**config.mk**
```make
export PLATFORM = sky130hd
export DESIGN_NAME = ftyp_brand_classifier
export DESIGN_NICKNAME = d
export VERILOG_FILES = /design/src/hdl/fbc_pkg.sv /design/src/hdl/fbc_brand_match.sv /design/src/hdl/ftyp_brand_classifier.sv
export SDC_FILE = /design/constraint.sdc
export NUM_CORES = 1
export LEC_CHECK = 0
export BUFFER_PORTS_ARGS = -buffer_cell sky130_fd_sc_hd__buf_2
export CELL_PAD_IN_SITES_DETAIL_PLACEMENT = 0
export CELL_PAD_IN_SITES_GLOBAL_PLACEMENT = 1
export CORE_ASPECT_RATIO = 1.25
export CORE_MARGIN = 1
export CORE_UTILIZATION = 40
export CTS_CLUSTER_DIAMETER = 100
export DETAILED_ROUTE_END_ITERATION = 10
export PLACE_DENSITY_LB_ADDON = 0.1
export SLEW_MARGIN = 10
export SYNTH_ARGS = -nofsm -noshare
export SYNTH_HDL_FRONTEND = slang
export SYNTH_SLANG_ARGS = --single-unit
```
**constraint.sdc**
```tcl
create_clock -name aclk -period 9.4 [get_ports aclk]
set_input_delay 0.47 -clock aclk [delete_from_list [all_inputs] [get_ports aclk]]
set_output_delay 0.47 -clock aclk [all_outputs]
set_load 0.02 [all_outputs]
```
**src/hdl/fbc_pkg.sv**
```systemverilog
// ----------------------------------------------------------------------------
// fbc_pkg: shared types and constants of the ftyp brand classifier.
// Holds the four-character codes, the verdict codes and the brand match flags.
// ----------------------------------------------------------------------------
package fbc_pkg;

    localparam int unsigned DATA_W = 8;
    localparam int unsigned POS_W  = 64;
    localparam int unsigned WORD_W = 32;

    localparam logic [WORD_W-1:0] FOURCC_FTYP = 32'h66747970;
    localparam logic [WORD_W-1:0] FOURCC_MIF1 = 32'h6d696631;
    localparam logic [WORD_W-1:0] FOURCC_HEIC = 32'h68656963;
    localparam logic [WORD_W-1:0] FOURCC_MSF1 = 32'h6d736631;
    localparam logic [WORD_W-1:0] FOURCC_HEVC = 32'h68657663;
    localparam logic [WORD_W-1:0] FOURCC_AVIF = 32'h61766966;
    localparam logic [WORD_W-1:0] FOURCC_AVIS = 32'h61766973;

    localparam logic [POS_W-1:0] POS_MAX       = '1;
    localparam logic [POS_W-1:0] BASE_OFFSET   = 64'd8;
    localparam logic [POS_W-1:0] EXT_OFFSET    = 64'd16;
    localparam logic [POS_W-1:0] MIN_SIZE      = 64'd8;
    localparam logic [POS_W-1:0] EXT_MIN_SIZE  = 64'd16;
    localparam logic [POS_W-1:0] EXT_SIZE_CODE = 64'd1;

    typedef enum logic [1:0] {
        VERDICT_NONE = 2'd0,
        VERDICT_HEIF = 2'd1,
        VERDICT_AVIF = 2'd2
    } verdict_t;

    typedef struct packed {
        logic is_avif;
        logic is_heif;
    } brand_match_t;

endpackage

```
**src/hdl/fbc_brand_match.sv**
```systemverilog
// ----------------------------------------------------------------------------
// fbc_brand_match: brand word classifier.
// Compares one four-character brand against the AVIF and HEIF brand sets.
// ----------------------------------------------------------------------------
module fbc_brand_match (
    input  logic [31:0]          brand,
    output fbc_pkg::brand_match_t match
);
    import fbc_pkg::*;

    always_comb begin
        match.is_avif = (brand == FOURCC_AVIF) || (brand == FOURCC_AVIS);
        match.is_heif = (brand == FOURCC_MIF1) || (brand == FOURCC_HEIC) ||
                        (brand == FOURCC_MSF1) || (brand == FOURCC_HEVC);
    end

endmodule

```
**src/hdl/ftyp_brand_classifier.sv**
```systemverilog
// ----------------------------------------------------------------------------
// ftyp_brand_classifier: HEIF and AVIF sniffer for the leading ftyp box.
// Parses the box header byte by byte and gives one verdict per file.
// ----------------------------------------------------------------------------
// The input stream carries the leading bytes of a file, one byte per beat,
// with s_tlast set on the last byte that is available. Each beat updates the
// parse state when accepted; a new byte is taken each cycle unless stalled.
// The beat with s_tlast produces one result beat, which appears on m_tdata
// in the next cycle (verdict in the two low bits: 0 not recognized, 1 HEIF
// family, 2 AVIF). Beats without s_tlast produce no result.
// After the final beat the parse state returns to its reset value, so the
// next beat starts a new file.
// The result sits in a single output register. While it waits for the
// receiver, s_tready stays high if m_tready is high in the same cycle, so a
// stream flows at one byte per cycle; if the receiver stalls with a result
// pending, s_tready drops until that result is taken.
// Reset (aresetn low, synchronous) clears the parse state and drops m_tvalid.
// ----------------------------------------------------------------------------
module ftyp_brand_classifier (
    input  logic       aclk,
    input  logic       aresetn,
    input  logic       s_tvalid,
    output logic       s_tready,
    input  logic [7:0] s_tdata,   // [7:0] data_byte
    input  logic       s_tlast,   // final_byte
    output logic       m_tvalid,
    input  logic       m_tready,
    output logic [7:0] m_tdata    // [1:0] verdict, [7:2] zero
);
    import fbc_pkg::*;

    logic [POS_W-1:0]  pos_reg, pos_next;
    logic [POS_W-1:0]  size_reg, size_next;
    logic [POS_W-1:0]  box_reg, box_next;
    logic              ext_reg, ext_next;
    logic [WORD_W-1:0] word_reg, word_next;
    logic              heif_reg, heif_next;
    logic              avif_reg, avif_next;
    logic              rej_reg, rej_next;
    logic              m_tvalid_reg, m_tvalid_next;
    verdict_t          verdict_reg, verdict_next;

    logic [WORD_W-1:0] shifted_word;
    logic [POS_W-1:0]  offset;
    logic [POS_W-1:0]  need;
    brand_match_t      match;
    logic              s_fire;

    assign shifted_word = {word_reg[WORD_W-9:0], s_tdata};

    fbc_brand_match u_match (
        .brand (shifted_word),
        .match (match)
    );

    assign s_tready = !m_tvalid_reg || m_tready;
    assign s_fire   = s_tvalid && s_tready;
    assign m_tvalid = m_tvalid_reg;
    assign m_tdata  = {6'd0, verdict_reg};
    assign offset   = ext_reg ? EXT_OFFSET : BASE_OFFSET;

    always_comb begin
        pos_next      = pos_reg;
        size_next     = size_reg;
        box_next      = box_reg;
        ext_next      = ext_reg;
        word_next     = word_reg;
        heif_next     = heif_reg;
        avif_next     = avif_reg;
        rej_next      = rej_reg;
        if (pos_reg != POS_MAX) begin
            pos_next  = pos_reg + 64'd1;
            word_next = shifted_word;
            if (pos_reg < 64'd4) begin
                size_next = {size_reg[POS_W-9:0], s_tdata};
                if (pos_reg == 64'd3) begin
                    box_next = size_next;
                    if (size_next == EXT_SIZE_CODE) begin
                        ext_next = 1'b1;
                    end else if (size_next < MIN_SIZE) begin
                        rej_next = 1'b1;
                    end
                end
            end else if (pos_reg < 64'd8) begin
                if (pos_reg == 64'd7 && shifted_word != FOURCC_FTYP) begin
                    rej_next = 1'b1;
                end
            end else if (ext_reg && pos_reg < 64'd16) begin
                size_next = {size_reg[POS_W-9:0], s_tdata};
                if (pos_reg == 64'd15) begin
                    box_next = size_next;
                    if (size_next < EXT_MIN_SIZE) begin
                        rej_next = 1'b1;
                    end
                end
            end else if (pos_reg[1:0] == 2'b11) begin
                // The major brand always counts; compatible brands only inside the box.
                if (pos_reg == offset + 64'd3 ||
                    (pos_reg >= offset + 64'd8 && pos_reg < box_reg)) begin
                    if (match.is_avif) begin
                        avif_next = 1'b1;
                    end else if (match.is_heif) begin
                        heif_next = 1'b1;
                    end
                end
            end
        end
    end

    always_comb begin
        need = (ext_next ? EXT_OFFSET : BASE_OFFSET) + 64'd8;
        if (rej_next || pos_next < need || box_next < need) begin
            verdict_next = VERDICT_NONE;
        end else if (avif_next) begin
            verdict_next = VERDICT_AVIF;
        end else if (heif_next) begin
            verdict_next = VERDICT_HEIF;
        end else begin
            verdict_next = VERDICT_NONE;
        end
        m_tvalid_next = m_tvalid_reg && !m_tready;
        if (s_fire && s_tlast) begin
            m_tvalid_next = 1'b1;
        end
    end

    always_ff @(posedge aclk) begin
        if (!aresetn) begin
            pos_reg      <= '0;
            size_reg     <= '0;
            box_reg      <= '0;
            ext_reg      <= 1'b0;
            word_reg     <= '0;
            heif_reg     <= 1'b0;
            avif_reg     <= 1'b0;
            rej_reg      <= 1'b0;
            m_tvalid_reg <= 1'b0;
        end else begin
            m_tvalid_reg <= m_tvalid_next;
            if (s_fire) begin
                if (s_tlast) begin
                    pos_reg  <= '0;
                    size_reg <= '0;
                    box_reg  <= '0;
                    ext_reg  <= 1'b0;
                    word_reg <= '0;
                    heif_reg <= 1'b0;
                    avif_reg <= 1'b0;
                    rej_reg  <= 1'b0;
                end else begin
                    pos_reg  <= pos_next;
                    size_reg <= size_next;
                    box_reg  <= box_next;
                    ext_reg  <= ext_next;
                    word_reg <= word_next;
                    heif_reg <= heif_next;
                    avif_reg <= avif_next;
                    rej_reg  <= rej_next;
                end
            end
        end
    end

    always_ff @(posedge aclk) begin
        if (s_fire && s_tlast) begin
            verdict_reg <= verdict_next;
        end
    end

endmodule

```
; ---- Word-level counts from Yosys, hierarchy flattened
; Cells that the tools add are included.
; Widths: inputs -> output; s select.
[totals]
register_bits = 215
in_bits = 13
out_inout_bits = 10
word_cells = 114
[op_classes]
add_sub_neg = 4
magnitude_cmp = 9
eq_ne = 15
muxes = 54
reduce_logical = 21
[ops]
columns = cell, n
row1 = $mux 64, 9
row2 = $mux 56, 5
row3 = $eq 32x31->1 const B, 6
row4 = $lt 64x4->1 const B, 2
row5 = $lt 64x5->1 const B, 2
row6 = $lt 64x6->1, 2
row7 = $add 64x1->64 const B, 1
row8 = $eq 64x1->1 const B, 1
row9 = $eq 64x2->1 const B, 1
row10 = $eq 64x3->1 const B, 1
row11 = $eq 64x4->1 const B, 1
row12 = $eq 64x6->1, 1
row13 = $ge 64x6->1, 1
row14 = $lt 64x3->1 const B, 1
row15 = $lt 64x64->1, 1
row16 = $ne 64x64->1 const B, 1
row17 = $mux 24, 2
row18 = $mux 1, 35
row19 = $ne 32x31->1 const B, 1
row20 = $add 5x4->6 const B, 2
row21 = $mux 5, 2
row22 = $logic_or 1x1->1, 8
row23 = $add 5x2->6 const B, 1
row24 = $logic_and 1x1->1, 6
row25 = 9 further kinds, 10

; ---- Longest topological paths before layout
; Gate-level depths: netlist of the first run.
[logic_depth]
word_depth = 14
mapped_depth = 13
mapped_depth_nobuf = 12

; ---- Cells and area by module
; Synthesis of the first run repeated with hierarchy kept, for this count alone.
[unflattened]
cells_unflattened = 1684
hier_area_um2 = 13430.4
[by_module_without_submodules]
columns = module, instances, cells_per_inst, area_per_inst_um2, seq_area_each_um2
row1 = ftyp_brand_classifier, 1, 1657, 13225.2, 4324.1
row2 = fbc_brand_match, 1, 27, 205.2, 0.0

; ---- Worst setup path after synthesis of the first run
; OpenSTA, ideal clock, no wires.
[synth_path]
kind = register to register
start = register pos_reg[1]
end = register verdict_reg[0] (data pin)
setup_ns = 0.255
t_arrival_ns = 3.133
required_time_ns = 9.145
slack_ns = 6.012
path_stages_with_launch = 12
n_path_buf = 0
synth_period_minus_slack_ns = 3.388
path_cell_list = dfxtp_1 ha_1 nand3_1 nor3_1 nand3_2 nor4_2 mux2i_1 o2111ai_1 nor4bb_1 nand4_1 o41a_1 and3_1
[synth_between]
elab_chain_cells = 10
elab_cells_between_ends = 53
cone_classes = 2 x add/sub / 7 x order compare / 6 x eq/ne / 31 x mux / 7 x reduce/logical
[synth_lines]
columns = element, line_no
row1 = start: declaration, ftyp_brand_classifier.sv:32  ; logic [POS_W-1:0] pos_reg, pos_next;
row2 = start signal: assignment, ftyp_brand_classifier.sv:151  ; pos_reg <= pos_next;
row3 = branches (longest 10 deep; another with $lt 64x3->1), --
row4 = end signal: assignment, ftyp_brand_classifier.sv:166  ; verdict_reg <= verdict_next;
row5 = end: declaration, ftyp_brand_classifier.sv:41  ; verdict_t verdict_reg, verdict_next;
; Several ways; the timed one is not identified.
; A chain may end at the register's enable or synchronous reset.

; ---- Worst setup path in the final report of the first run
; Same ends and word-level chain as after synthesis.

==> results of run 1 <==
==> cell usage after synthesis (18+ instances only) <==
cell	instances	area (sq um)
xnor2_1	22	192.7
nor2b_1	116	725.7
inv_1	75	281.5
a21o_1	20	150.1
or3_1	26	162.7
nor4_1	64	400.4
ha_1	66	825.8
nor3_1	34	170.2
clkbuf_1	78	292.8
nand3b_1	58	435.4
dfxtp_1	213	4264
nor2_1	64	240.2
nand3_1	39	195.2
a22oi_1	95	713.2
and3_1	21	131.4
a21oi_1	50	250.2
a31oi_1	18	112.6
a21boi_0	97	728.2
buf_2	23	115.1
nand4_1	51	319.1
nand2_1	137	514.2
o21ai_0	87	435.4
==> power groups by stage <==
stage	combinational [mW]	clock (mW)	sequential, mW
finish	0.110	0.989	0.923
global route	0.120	1.04	0.923
CTS	0.112	1.01	0.923
detailed placement	0.112	0	0.943
global placement	0.112	0	0.943
floorplan	0.0746	0	0.942
==> routing by layer <==
layer / share of wire, % / track usage, % / vias to the layer above
met5: 0 / 0 / -
li1: - / - / 5803
met4: 4.0 / 11.27 / 0
met3: 3.9 / 2.802 / 86
met2: 47 / 44.99 / 336
met1: 45 / 35.74 / 5795
==> worst max path at each step <==
| stage | start | endpoint |
|---|---|---|
| 5_1_grt | pos_reg[1] | verdict_reg[0] |
| 2_1_floorplan | pos_reg[1] | verdict_reg[0] |
| 6_report | pos_reg[1] | verdict_reg[0] |
| 4_1_cts | pos_reg[1] | verdict_reg[0] |
| 3_5_place_dp | pos_reg[1] | verdict_reg[0] |
| 3_3_place_gp | pos_reg[1] | verdict_reg[0] |
==> kinds of logic (layout without fill, tap and decap cells) <==
logic type / after synthesis / after routing / share of synthesized area [%]
DFF: 215 / 215 / 32.57
and+or+nand+nor: 704 / 704 / 31.50
buffers and inverters: 205 / 147 / 6.305
other: 1 / 6 / 0.02825
muxes: 6 / 6 / 0.4524
AOI/OAI and AO/OA: 405 / 405 / 20.48
xor gates and xnor gates: 37 / 37 / 2.441
adders and majority gates: 66 / 66 / 6.221
==> per-stage QoR <==
step / util [%] / cell area, sq um
3_3_place_gp: 41.22 / 13470
6_report: 43.70 / 14280
5_1_grt: 43.70 / 14280
4_1_cts: 43.70 / 14280
3_5_place_dp: 41.22 / 13470
2_1_floorplan: - / 13290
==> critical path: cells and delay by family (launching register included) <==
kind / cells / cell delay, ps
mux: 1 / 330
flops: 1 / 430
compound gates: 2 / 700
simple gates: 7 / 2710
fa+ha+maj: 1 / 360
==> cell type report <==
| type | instances | area [sq um] |
|---|---|---|
| clock inverters | 8 | 97.59 |
| clock buffers | 35 | 714.4 |
| repair buffers | 29 | 182.7 |
| well taps | 418 | 523.0 |
| flip-flops and latches | 215 | 4324 |
| multi-input cells | 1224 | 8160 |
| inverters | 75 | 281.5 |
| fillers | 3323 | 18400 |
==> results.cfg, run 1 <==
[critical_path]
critPathMaxStageDelay_ps = 750
worstSetupPathType = reg2reg
critical_path.slowest_cell = nor4_2
worstReg2RegEnd = verdict_reg[0]
r2r_slack_ps = 4620
worstSetupEndpointType = register
start_kind = register
rr_worst_depth = 11
r2r-start = pos_reg[1]
worstPathMaxFanout = 8
crit_chain = ha_1 > nand3_1 > nor3_1 > nand3_2 > nor4_2 > mux2i_1 > o2111ai_1 > nor4bb_1 > nand4_1 > o41a_1 > and3_1
crit_arrival_ps = 5060
crit_required_ps = 9680

[routing]
drtIter0Drc = 1034
ant_nets = 0
via_per_inst = 5.998
routed_wl_microns = 45290
num_vias = 12020
first_pass_iters = 5
post_drt_wl_per_cell_microns = 22.60
drc = 0

[synth]
async_reset_ff_share_pct = 0
synth_area_sq_um = 13280
avgSynthCellArea_sq_um = 8.100
yosysWarnings = 0
syn-instance-count = 1639
seq_area_frac_synth_pct = 32.57
synth_seq_cells = 215
synthDistinctLibCells = 71
synth_edf_count = 2
synth_ff_type = dfxtp_1

[timing]
rsz0062_at_grt = no
setup_viol = 0
fin_hold_ws_ps = 297.3
layout_setup_ws_ps = 4618
final_max_slew_viol_count = 0
fmax_mhz = 209.1
clock_skew_ps = 24.65
fin_crit_sh_pct = 50.88
slew_headroom_pct = 26.21
fin_crit_ps = 4782
worstMarginPinSlew_ps = 1107
finalSetupTns_ps = 0
hold_viol = 0

[min_path]
min_to = size_reg[1]
holdPathStages = 3
hp-class = in2reg
min_from = s_tdata[1]

[final_layout]
layout_commonest_cell = dfxtp_1
fin_cells = 2004
drive_gt1_share_pct = 7.062
area_growth_pct = 7.597
final_nets = 1649
most-common-layout-cells = 213 x dfxtp_1, 137 x nand2_1, 116 x nor2b_1, 97 x a21boi_0, 95 x a22oi_1
diodes = 0

[placement]
hpwl_microns = 31790
place_ws_ps = 4687
gp_congestion = 0.9504
io_buffers = 16
place_inst = 1961

[cts]
cts.path.max_buffers = 3
cts-resized-gates = 0
cts-root-buf = clkbuf_16
cts_setup_buffers = 0
cts_tree = yes
clkLatencyLatePin_ps = 540
cts_hold_buf = 0
cts_made_buffers = 25
clkSinkCount = 215
htreeDepth = 1
clk_pin_slew_ps = 60

[global_route]
grt.total_usage_pct = 27.19
grt_pass1_wl_microns = 70550
grt_antenna_before_repair = 0
gr-total-overflow = 0
grt_pass1_vias = 11480
grt_max_degree = 122

[power_and_ir_drop]
internal_power_mw = 1.535
peakVddDrop_uv = 161.4
clkPwrFrac_pct = 48.9
fin_total_pwr_mw = 2.022
pwr-share-seq_pct = 45.6
pwr-share-comb_pct = 5.4
power_leakage_nw = 4.860
swShare_pct = 24.10
powerDensity_nw_per_um2 = 141.6
p_sw_mw = 0.4873

[floorplanning]
die-area_sq_um = 33930
die_h_microns = 205.7
die_w_microns = 164.9
core_sq_um = 32680
rows = 74
io_pins = 23
initial_core_util_pct = 40.62

[outcome]
outcome = completed

[flow_run]
cap_violations = 0
Power figures use the tool's default switching activity.
==> run 2, diff against run 1 <==
==> constraint.sdc (replaced) <==
create_clock -name aclk -period 5 [get_ports aclk]
set_input_delay 0.25 -clock aclk [delete_from_list [all_inputs] [get_ports aclk]]
set_output_delay 0.25 -clock aclk [all_outputs]
set_load 0.02 [all_outputs]
==> results.cfg, run 2 (synthesized netlist as in run 1, its figures left out) <==
[outcome]
outcome = completed

[routing]
ant_nets = 0
drtIter0Drc = 923
routed_wl_microns = 45330
num_vias = 12050
post_drt_wl_per_cell_microns = 22.22
via_per_inst = 5.906
drc = 0
first_pass_iters = 5

[power_and_ir_drop]
power_leakage_nw = 5.046
peakVddDrop_uv = 273.2
powerDensity_nw_per_um2 = 261.6

[placement]
io_buffers = 16
hpwl_microns = 32320
gp_congestion = 0.9321

[floorplanning]
rows = 74
die_w_microns = 164.9
io_pins = 23
core_sq_um = 32680
die_h_microns = 205.7
die-area_sq_um = 33930
initial_core_util_pct = 40.62

[final_layout]
fill_cells = 3366
final_nets = 1683
layout_commonest_cell = dfxtp_1
area_growth_pct = 9.727
regArea_sq_um = 4324
most-common-layout-cells = 213 x dfxtp_1, 137 x nand2_1, 116 x nor2b_1, 97 x a21boi_0, 95 x a22oi_1
drive_gt1_share_pct = 9.371
multi_input_area_sq_um = 8160
diodes = 0
final_util_pct = 44.57

[global_route]
grt_pass1_vias = 11630
grt.total_usage_pct = 26.97
grt_pass1_wl_microns = 69740
grt_antenna_before_repair = 0
grt_max_degree = 92
gr-total-overflow = 0

[timing]
slew_headroom_pct = 30.93
rsz0062_at_grt = no
hold_viol = 0
finalSetupTns_ps = 0
setup_viol = 0
clock_skew_ps = 14.18
final_max_slew_viol_count = 0
fin_crit_ps = 4383
fmax_mhz = 228.2
fin_hold_ws_ps = 56.56
fin_crit_sh_pct = 87.66
worstMarginPinSlew_ps = 1023

[cts]
cts-resized-gates = 0
cts_hold_buf = 0
cts_made_buffers = 26
cts-root-buf = clkbuf_16
clkSinkCount = 215
clkLatencyLatePin_ps = 550
htreeDepth = 1
cts.path.max_buffers = 3
cts_tree = yes
cts_setup_buffers = 0
clk_pin_slew_ps = 60

[critical_path]
critical_path.slowest_cell = nor4_2
worstSetupPathType = reg2reg
start_kind = register
crit_arrival_ps = 4680
crit_chain = ha_1 > nand3_1 > nor3_1 > nand3_2 > nor4_2 > mux2i_1 > o2111ai_1 > nor4bb_1 > nand4_1 > o41a_1 > and3_1
crit_required_ps = 5300
worstSetupEndpointType = register
critPathMaxStageDelay_ps = 650
worstPathMaxFanout = 8

[flow_run]
cap_violations = 0

[min_path]
hp-class = in2reg
-- run 2: per-stage QoR --
stage          area [sq um]  std cells  power, mW  setup WS [ps]
6_report              14570       2040      3.810          617.2
4_1_cts               14570       2040      3.863          720.0
5_1_grt               14570       2040      3.942          345.5
3_3_place_gp          13720       1994      1.981          804.0
2_1_floorplan         13290       1644      1.911           1612
3_5_place_dp          13720       1994      1.981          735.2
-- run 2: layer usage --
metal	vias up	global-route usage (%)	part of all wire [%]
li1	5875	-	-
met1	5763	34.69	44
met2	316	45.26	48
met3	94	3.648	4.4
met4	0	10.42	3.7
met5	-	0	0
-- run 2: power by group --
| group | switching, mW | internal [mW] |
|---|---|---|
| clock | 0.784 | 1.09 |
| sequential | 0.0103 | 1.72 |
| combinational | 0.141 | 0.0639 |
-- run 2: final timing paths --
check,from,to,slack (ps),cells past startpoint
worst max-delay path,pos_reg[1],verdict_reg[0],620,11
worst min-delay path,m_tready,m_tvalid,60,3
worst max register to register,pos_reg[1],verdict_reg[0],620,11
worst min register to register,size_reg[54],size_reg[54],490,2
-- run 2: cell type report --
class	count	share of cell area, %
inverter	75	1.933
timing repair buffer	62	2.955
tap	418	3.590
multi-input combinational	1224	56.02
clock buffer	36	5.351
clock inverter	10	0.4638
sequential	215	29.69
-- run 2: worst max-delay path, delay by kind of cell (launching register included) --
family,cells,cell delay (ps)
and+or+nand+nor,7,2380
muxes,1,270
DFF,1,440
adders and majority gates,1,330
AOI/OAI and AO/OA,2,730
